**config.mk**
```make
export PLATFORM = sky130hd
export DESIGN_NAME = ple_cell
export DESIGN_NICKNAME = d
export VERILOG_FILES = /design/src/hdl/ple_pkg.sv /design/src/hdl/ple_cell.sv
export SDC_FILE = /design/constraint.sdc
export NUM_CORES = 1
export LEC_CHECK = 0
export BUFFER_PORTS_ARGS = -buffer_cell sky130_fd_sc_hd__buf_2
export CORE_MARGIN = 8
export CORE_UTILIZATION = 35
export CTS_BUF_LIST = sky130_fd_sc_hd__clkbuf_8
export DETAILED_ROUTE_END_ITERATION = 7
export PLACE_DENSITY = 0.72
export SETUP_SLACK_MARGIN = 0.05
export SLEW_MARGIN = 20
export SYNTH_ARGS = -nofsm -noshare
export SYNTH_HDL_FRONTEND = slang
export SYNTH_SLANG_ARGS = --single-unit
```
**constraint.sdc**
```tcl
create_clock -name clk -period 4.16 [get_ports clk]
set_input_delay 0.832 -clock clk [delete_from_list [all_inputs] [get_ports clk]]
set_output_delay 0.832 -clock clk [all_outputs]
set_load 0.1 [all_outputs]
```
**src/hdl/ple_pkg.sv**
```systemverilog
// Shared types and constants for the positional list engine.
// No dependencies; used by the interfaces, cells, top level and checker.
package ple_pkg;

  localparam int CAPACITY_DEF   = 64;
  localparam int DATA_WIDTH_DEF = 32;

  localparam int OP_W     = 2;
  localparam int POS_W    = 7;
  localparam int VALUE_W  = 32;
  localparam int STATUS_W = 2;
  localparam int RDVAL_W  = 32;
  localparam int FPOS_W   = 6;
  localparam int COUNT_W  = 7;

  typedef enum logic [OP_W-1:0] {
    OP_INSERT = 2'd0,
    OP_ERASE  = 2'd1,
    OP_READ   = 2'd2,
    OP_FIND   = 2'd3
  } op_t;

  typedef enum logic [STATUS_W-1:0] {
    ST_OK        = 2'd0,
    ST_RANGE     = 2'd1,
    ST_FULL      = 2'd2,
    ST_NOT_FOUND = 2'd3
  } status_t;

  // per-request command broadcast along the cell row
  typedef struct packed {
    logic load;  // request accepted: hit flags update
    logic ins;   // insert that succeeds
    logic ers;   // erase that succeeds
    logic rd;    // read that succeeds
    logic fnd;   // find
  } ple_cmd_t;

endpackage

```
**src/hdl/ple_cell.sv**
```systemverilog
// One list slot: holds an entry, shifts with its neighbors, flags read/find hits.
// Depends on ple_pkg.
module ple_cell #(
  parameter int DATA_WIDTH = ple_pkg::DATA_WIDTH_DEF,
  parameter int CMPW       = 8,
  parameter int IDX        = 0
) (
  input  logic                  clk,
  input  ple_pkg::ple_cmd_t     cmd,
  input  logic [CMPW-1:0]       pos,
  input  logic [CMPW-1:0]       cnt,
  input  logic [DATA_WIDTH-1:0] value,
  input  logic [DATA_WIDTH-1:0] left_data,
  input  logic [DATA_WIDTH-1:0] right_data,
  output logic [DATA_WIDTH-1:0] data_o,
  output logic                  hit_o
);

  localparam logic [CMPW-1:0] MY_IDX = CMPW'(IDX);

  logic [DATA_WIDTH-1:0] data_r, data_nxt;
  logic                  hit_r, hit_nxt;
  logic                  at_pos, after_pos, in_list;

  assign at_pos    = (MY_IDX == pos);
  assign after_pos = (MY_IDX > pos);
  assign in_list   = (MY_IDX < cnt);

  always_comb begin
    data_nxt = data_r;
    if (cmd.ins) begin
      if (at_pos) data_nxt = value;
      else if (after_pos) data_nxt = left_data;
    end else if (cmd.ers) begin
      if (at_pos || after_pos) data_nxt = right_data;
    end
    hit_nxt = (cmd.rd && at_pos) || (cmd.fnd && in_list && (data_r == value));
  end

  always_ff @(posedge clk) begin
    data_r <= data_nxt;
    if (cmd.load) hit_r <= hit_nxt;
  end

  assign data_o = data_r;
  assign hit_o  = hit_r;

endmodule

```
Word-level counts from Yosys, hierarchy flattened
Index checks and enable logic that the tools add are counted.
Storage, ports and cells
  flip-flop bits (word level): 33
  input port bits: 118
  word-level logic and storage cells: 20
Operators by class
  order comparisons: 2
  eq/ne operators: 2
  multiplexer cells: 5
  reductions and logical operators: 9
Operators by type and width (number)
  2-to-1 mux 32 bit: 5
  == test 32 bit: 1
  greater-than comparator 1 x 8 -> 1 bit, first input constant: 1
  zero test 8 bit: 1
  less-than comparator 1 x 8 -> 1 bit, first input constant: 1
  nonzero test 2 bit: 2
  logical AND 1 bit: 3
  != test 3 x 1 -> 1 bit, second input constant: 1
  AND reduction 3 bit: 1
  logical OR 1 bit: 2

Longest topological paths before layout
Gate-level depths: netlist of the first run.
  word-level depth: 5
  gate-level depth with buffers: 5

Least setup slack after synthesis of the first run
Ideal clock, no wire load.
  kind: input -> register
  start: input pos[7]
  end: register data_r[0], in the netlist data_o[0], enable pin
  arrival: 2886 ps
  data required time: 3739 ps
  slack: 853 ps
  cell stages on the path: 4
  path buffers: 1
  cells stage by stage: nor4_2 nand2_2 buf_6 nor2_1
On the way
  longest elaborated chain between the ends: 4
  elaborated cells between the ends (all ways): 6
Ends and longest elaborated chain
  start, declared: line ple_cell.sv:10  | input logic [CMPW-1:0] pos,
  greater-than comparator 1 x 8 -> 1 bit or zero test 8 bit (tied branches): line ple_cell.sv:26, ple_cell.sv:25
  logical OR 1 bit: line ple_cell.sv:35  | if (at_pos || after_pos) data_nxt = right_data;
  nonzero test 2 bit (no line)
  AND reduction 3 bit (no line) *
  end signal, assigned: line ple_cell.sv:41  | data_r <= data_nxt;
  end, declared: line ple_cell.sv:21  | logic [DATA_WIDTH-1:0] data_r, data_nxt;
Mark *: on every way between the ends. The rest lies on a longest branch, timed or not.
A chain may end at the register's enable or synchronous reset.

Worst setup path in the final report of the first run
  start: input pos[2]
  end: register data_r[7], in the netlist data_o[7], enable pin
Same word-level chain as after synthesis.

==> run summary, run 1 <==
outcome = finished, final reports clean
arrival time at the worst endpoint = 2480 ps
largest fanout on the critical path = 33
vias per cell = 4.72
total of max-cap violations = 0
clock buffer depth = 2
flops & latches, synth = 33
Sw Ratio = 24.6%
vias in the first global route = 2162
Peak VDD IR = 0.132 mV
internal power = 548 µW
synthesized area per cell = 10.8 µm²
placed cell areas = 0.00287 mm²
period utilization = 62.2%
die area = 0.00862 mm²
register area share after synthesis = 48.0%
initial antenna violation count = 1
First-pass DRT Iterations = 4
commonest cells in the netlist = nor2_1 (34), edfxtp_1 (33), a21oi_1 (32), mux2i_1 (32), xor2_1 (31)
FMAX = 387 MHz
area grow syn2layout = 43.1%
Routability Congestion = 0.819
antenna-violating nets left = 0
CP endpoint kind = register
postcts setup bufs = 0
clock share of power = 31.0%
fin crit period = 2590 ps
Mapped Area = 0.00207 mm²
IO Count = 151
Reg power frac = 50.9%
total vias in the final route = 1974
startpoint types = input port
Final Hold Fails = 0
count leader, synth = nor2_1
CTS resizes = 0
post-route worst setup slack = 1570 ps
Psw = 179 µW
H-Tree Depth = 2
final net count = 459
Worst Skew = 9.24 ps
Total GRT Usage = 14.6%
syn nets = 310
die width = 92.8 µm
grt ovf = 0
drt total wl = 6.52 mm
Slew @ Worst Pin = 929 ps
Warnings, synthesis = 0
Worst-Skew Late Latency = 280 ps
library cells used by synthesis = 17
drt wl/cell = 15.6 µm
asr flop ratio synth = 0%
Num CTS Buffers = 5
critical path class = input port to register
RSZ-0062 raised after global routing = false
Slew headroom = 38.0%
FP Rows = 28
power density cells = 246 mW/mm²
final instance area = 0.00296 mm²
CTS tree = yes
Final Setup Violations = 0
Hold Crit Class = input port to register
LEAKAGE = 0.00154 µW
clock sink count = 33
clock root buffer = clkbuf_8
Initial Util = 35.5%
dominant cells by area after synthesis = edfxtp_1 (48%), mux2i_1 (16%), xor2_1 (13%), a21oi_1 (7.8%), nor2_1 (6.2%)
Die Ht = 92.8 µm
worst slack at placement = 1240 ps
I/O Buffers = 150
Comb pwr share = 18.1%
core area = 0.00582 mm²
Synth top area share = 48.0%
cell taking the most area after synthesis = edfxtp_1
share of cells above drive strength 1 = 47.4%
first-pass GRT wire length = 10.1 mm
final setup TNS = 0 ps
hold_buf cts = 0
EDFF count, synth = 33
largest net degree at the start of global routing = 65
Reg clk slew, reported paths = 60 ps
initial DRC count = 57
DRC Markers = 0
Syn Inst Count = 192
DP Wirelength = 5.26 mm
Crit path required time = 4060 ps
Final Slew Violations = 0
Synth Flop Type = edfxtp_1
-- state kept, by name, summed over array words and instances, names as in the netlist --
name,flops
data_o,32
hit_o,1
-- area by class of cell --
| cell class | count | area (µm²) |
|---|---|---|
| Tap cell | 75 | 93.8 |
| Clock buffer | 5 | 68.8 |
| Clock inverter | 3 | 12.5 |
| Antenna cell | 1 | 2.50 |
| Fill cell | 581 | 2860 |
| Timing Repair Buffer | 152 | 766 |
| Sequential cell | 33 | 991 |
| Multi-Input combinational cell | 149 | 1020 |
-- routing by layer --
layer,GRT usage (%),wire length (µm),vias to the layer above
met5,0,0,-
met4,4.43,87,0
met3,5.83,642,8
met2,25.9,3360,84
met1,15.6,2430,880
li1,-,-,1002
-- power by group through the flow --
stage | Clock, µW | Combinational [µW] | Sequential, µW
finish | 225 | 132 | 370
global route | 247 | 148 | 370
CTS | 235 | 133 | 370
detailed placement | 0 | 133 | 378
global placement | 0 | 130 | 378
floorplan | 0 | 49.5 | 388
-- final timing paths --
| path | slack (ps) | cells after the start | start | to |
|---|---|---|---|---|
| worst max-delay path | 1570 | 5 | pos[2] | data_o[7]$_DFFE_PP_ |
| worst min-delay path | 750 | 1 | cmd[4] | hit_o$_DFFE_PP_ |
| worst max register to register | 2580 | 4 | data_o[14]$_DFFE_PP_ | hit_o$_DFFE_PP_ |
| worst min register to register | 820 | 3 | data_o[11]$_DFFE_PP_ | hit_o$_DFFE_PP_ |
-- cell usage in the layout (no fill, tap or decap), types with 2 or more instances in the layout --
master | synthesis | layout
buf_4 | 0 | 2
mux2i_1 | 32 | 32
nor4_1 | 9 | 9
clkinv_1 | 0 | 2
edfxtp_1 | 33 | 33
a21oi_1 | 32 | 32
xor2_1 | 31 | 31
nor2_1 | 34 | 33
nor4_2 | 2 | 2
nand4_1 | 2 | 2
clkbuf_8 | 0 | 5
nand3_1 | 2 | 2
buf_2 | 0 | 150
-- through the flow --
| step | hold WS, ps | instances | total power [µW] | utilization [%] |
|---|---|---|---|---|
| 6_report | 754 | 418 | 727 | 50.8 |
| 2_1_floorplan | 944 | 192 | 438 | - |
| 5_1_grt | 744 | 418 | 765 | 50.8 |
| 3_5_place_dp | 811 | 409 | 511 | 49.4 |
| 4_1_cts | 744 | 417 | 739 | 50.8 |
| 3_3_place_gp | 825 | 409 | 507 | 49.4 |
-- worst max-delay path: stages --
cell and delay [ps]:
buf_2 100, nor4_2 340, nand2_2 80, buf_4 320, nor2_4 800
-- logic make-up (layout without fill, tap and decap cells) --
group	count (synthesis)	in the layout	synth area share, %
simple gates	52	52	11.9
compound gates	33	33	8.12
flops	33	33	48.0
xor+xnor	32	32	13.6
mux	32	32	15.5
buf+inv	10	160	2.91
other cells	0	1	0
No activity file was read; power rests on OpenSTA's default activity.
==> run 2: changes to the inputs <==
- ABC_AREA: not set -> 1
- PLACE_DENSITY: 0.72 -> 0.69
- clock period: 4.16 -> 2.62 ns (I/O delays scaled with it)
==> run 2 against run 1 <==
  * Sequential power increased by 59%
  * Global-route usage increased by 1.6 points
  * Clock-buffer cell count unchanged
  * Area after synthesis increased by 13%
  * Cell count increased by 36%
  * Clock skew decreased by 6.3 ps
  * Setup slack got worse by 840 ps
  * Synthesized cell count increased by 79%
  * Sequential cell count unchanged
  * Die area increased by 11%
  * Highest routed layer unchanged
==> run summary, run 2 <==
Final Hold Fails = 0 (unchanged)
startpoint types = input port
first-pass GRT wire length = 12.9 mm (+28%)
Reg clk slew, reported paths = 70 ps (about the same)
area grow syn2layout = 38.1%
Worst-Skew Late Latency = 270 ps (about the same)
CTS resizes = 0 (unchanged)
grt ovf = 0 (unchanged)
die width = 97.7 µm (+5.2%)
hold depth = 1 (unchanged)
Crit path required time = 2640 ps (-1420 ps)
share of cells above drive strength 1 = 32.8% (-15 points)
CTS tree = yes
Syn Inst Count = 344 (+79%)
total vias in the final route = 2639 (+34%)
CP endpoint kind = register
hold_buf cts = 0 (unchanged)
Routability Congestion = 0.807 (-1.5%)
total of max-cap violations = 0 (unchanged)
commonest cells in the netlist = nand2_1 (106), a21oi_1 (64), inv_1 (55), nor2_1 (52), edfxtp_1 (33)
hold path endpoint = hit_o$_DFFE_PP_
Initial Util = 36.5% (+1.0 points)
synthesized area per cell = 6.78 µm² (-37%)
fin crit period = 1890 ps
FMAX = 530 MHz
Warnings, synthesis = 0 (unchanged)
DRC Markers = 0 (unchanged)
period utilization = 72.0%
WHS = 443 ps (-311 ps)
Total GRT Usage = 16.2% (+1.6 points)
asr flop ratio synth = 0% (unchanged)
postcts setup bufs = 0 (unchanged)
Top Family by Delay on Critical Path = buffers and inverters
Critical Path Slowest Stage Cell = clkinv_2
worst setup path startpoint = pos[2]
antenna-violating nets left = 0 (unchanged)
Hold Crit Class = input port to register
initial antenna violation count = 0 (-1)
largest net degree at the start of global routing = 34 (-48%)
library cells used by synthesis = 16 (-1)
clock buffer depth = 2 (unchanged)
area of the multi-input gates = 0.00106 mm² (+3.8%)
cell taking the most area after synthesis = edfxtp_1
Peak VDD IR = 0.191 mV (+45%)
Slew @ Worst Pin = 995 ps (+66.7 ps)
RR Endpoint = hit_o$_DFFE_PP_
arrival time at the worst endpoint = 1910 ps (-570 ps)
max reg flops = 32 (unchanged)
Filler cells = 689 (+19%)
DP Wirelength = 6.49 mm (+23%)
FP Rows = 29 (+3.6%)
commonest cells after routing, fill and taps aside = buf_2 (150), nand2_1 (106), a21oi_1 (64)
post-route worst setup slack = 733 ps (-841 ps)
Slew headroom = 33.6% (-4.4 points)
clock sink count = 33 (unchanged)
commonest non-fill, non-tap cell in the layout = buf_2
initial DRC count = 95 (+67%)
flip-flop and latch area = 991 µm² (unchanged)
Num CTS Buffers = 5 (unchanged)
critical path class = input port to register
vias in the first global route = 2747 (+27%)
final setup TNS = 0 ps (unchanged)
worst path bufs/invs = 3 (+1)
syn nets = 462 (+49%)
hold path start = cmd[4]
Final Slew Violations = 0 (unchanged)
Mapped Area = 0.00233 mm² (+13%)
CP cell instances = buf_2 -> nor2_1 -> nand4_2 -> buf_4 -> clkinv_2 -> nand2_1 -> a21oi_1
outcome = finished, final reports clean
drt total wl = 8.02 mm (+23%)
Worst Skew = 2.92 ps (-6.32 ps)
IO Count = 151 (unchanged)
clock root buffer = clkbuf_8
n_diodes = 0 (-1)
final net count = 609 (+33%)
count leader, synth = nand2_1
Synth Flop Type = edfxtp_1
worst slack at placement = 450 ps (-789 ps)
Max stage delay on crit path = 490 ps (-310 ps)
R2R Path Start = data_o[21]$_DFFE_PP_
R2R Setup Slk = 1390 ps (-1190 ps)
register area share after synthesis = 42.5% (-5.5 points)
I/O Buffers = 150 (unchanged)
core area = 0.00639 mm² (+9.8%)
Synth top area share = 42.5% (-5.5 points)
die area = 0.00954 mm² (+11%)
LEAKAGE = 0.00168 µW (+8.9%)
final instance area = 0.00322 mm² (+9.0%)
H-Tree Depth = 2 (unchanged)
RSZ-0062 raised after global routing = false
First-pass DRT Iterations = 4 (unchanged)
EDFF count, synth = 33 (unchanged)
cells on worst reg2reg path = 9 (+5)
flops & latches, synth = 33 (unchanged)
Die Ht = 97.7 µm (+5.2%)
vias per cell = 4.65 (-1.6%)
power density cells = 362 mW/mm² (+47%)
dominant cells by area after synthesis = edfxtp_1 (42%), nand2_1 (17%), a21oi_1 (14%), inv_1 (8.8%), nor2_1 (8.4%)
drt wl/cell = 14.1 µm (-9.4%)
placed cell areas = 0.00315 mm² (+9.5%)
Final Setup Violations = 0 (unchanged)
largest fanout on the critical path = 33 (unchanged)
-- run 2: cell count changes after synthesis, moves of 5 or more --
cell	previous run	this run
nor2_1	34	52
nor4_1	9	0
nand2_1	1	106
xor2_1	31	0
inv_1	0	55
a21oi_1	32	64
mux2i_1	32	0
buf_2	0	5
xnor2_1	1	7
-- run 2: routing by layer --
layer  global-route usage [%]  vias up  share of wire (%)
met1                     18.2     1168                 41
met3                     5.55        4                8.0
met4                     4.20        0               0.85
met5                        0        -                  0
li1                         -     1373                  -
met2                     28.5       94                 50
-- run 2: through the flow --
step | power (µW) | std cells | util, %
after detailed placement | 826 | 561 | 49.3
after global placement | 823 | 561 | 49.3
after global routing | 1230 | 568 | 50.5
after CTS | 1180 | 568 | 50.5
after floorplan | 707 | 344 | -
final | 1170 | 568 | 50.5
-- run 2: how the worst max path moves through the flow --
stage,endpoint,depth (start not counted)
2_1_floorplan,data_o[0]$_DFFE_PP_,4
6_report,data_o[0]$_DFFE_PP_,7
3_3_place_gp,data_o[4]$_DFFE_PP_,7
4_1_cts,data_o[0]$_DFFE_PP_,7
5_1_grt,data_o[24]$_DFFE_PP_,4
3_5_place_dp,data_o[0]$_DFFE_PP_,7
-- run 2: layout make-up --
| cell class | count | share of cell area (%) |
|---|---|---|
| clock buffers | 5 | 2.14 |
| clock inverters | 2 | 0.233 |
| inverters | 56 | 6.56 |
| multi-input cells | 242 | 32.9 |
| flip-flops and latches | 33 | 30.8 |
| well taps | 77 | 2.99 |
| repair buffers | 153 | 24.4 |
-- run 2: report_power, final --
group | leakage [µW] | switching (µW) | internal (µW)
Clock | 0.0000428 | 178 | 175
Sequential | 0.000307 | 1.30 | 587
Combinational | 0.00133 | 120 | 106
Total | 0.00168 | 299 | 868
-- run 2: logic make-up after synthesis --
logic type | Yosys count | synth area share, %
AO/OA/AOI/OAI | 69 | 14.9
XOR/XNOR | 7 | 2.63
buffers and inverters | 69 | 12.4
flip-flops | 33 | 42.5
AND/OR/NAND/NOR | 166 | 27.6
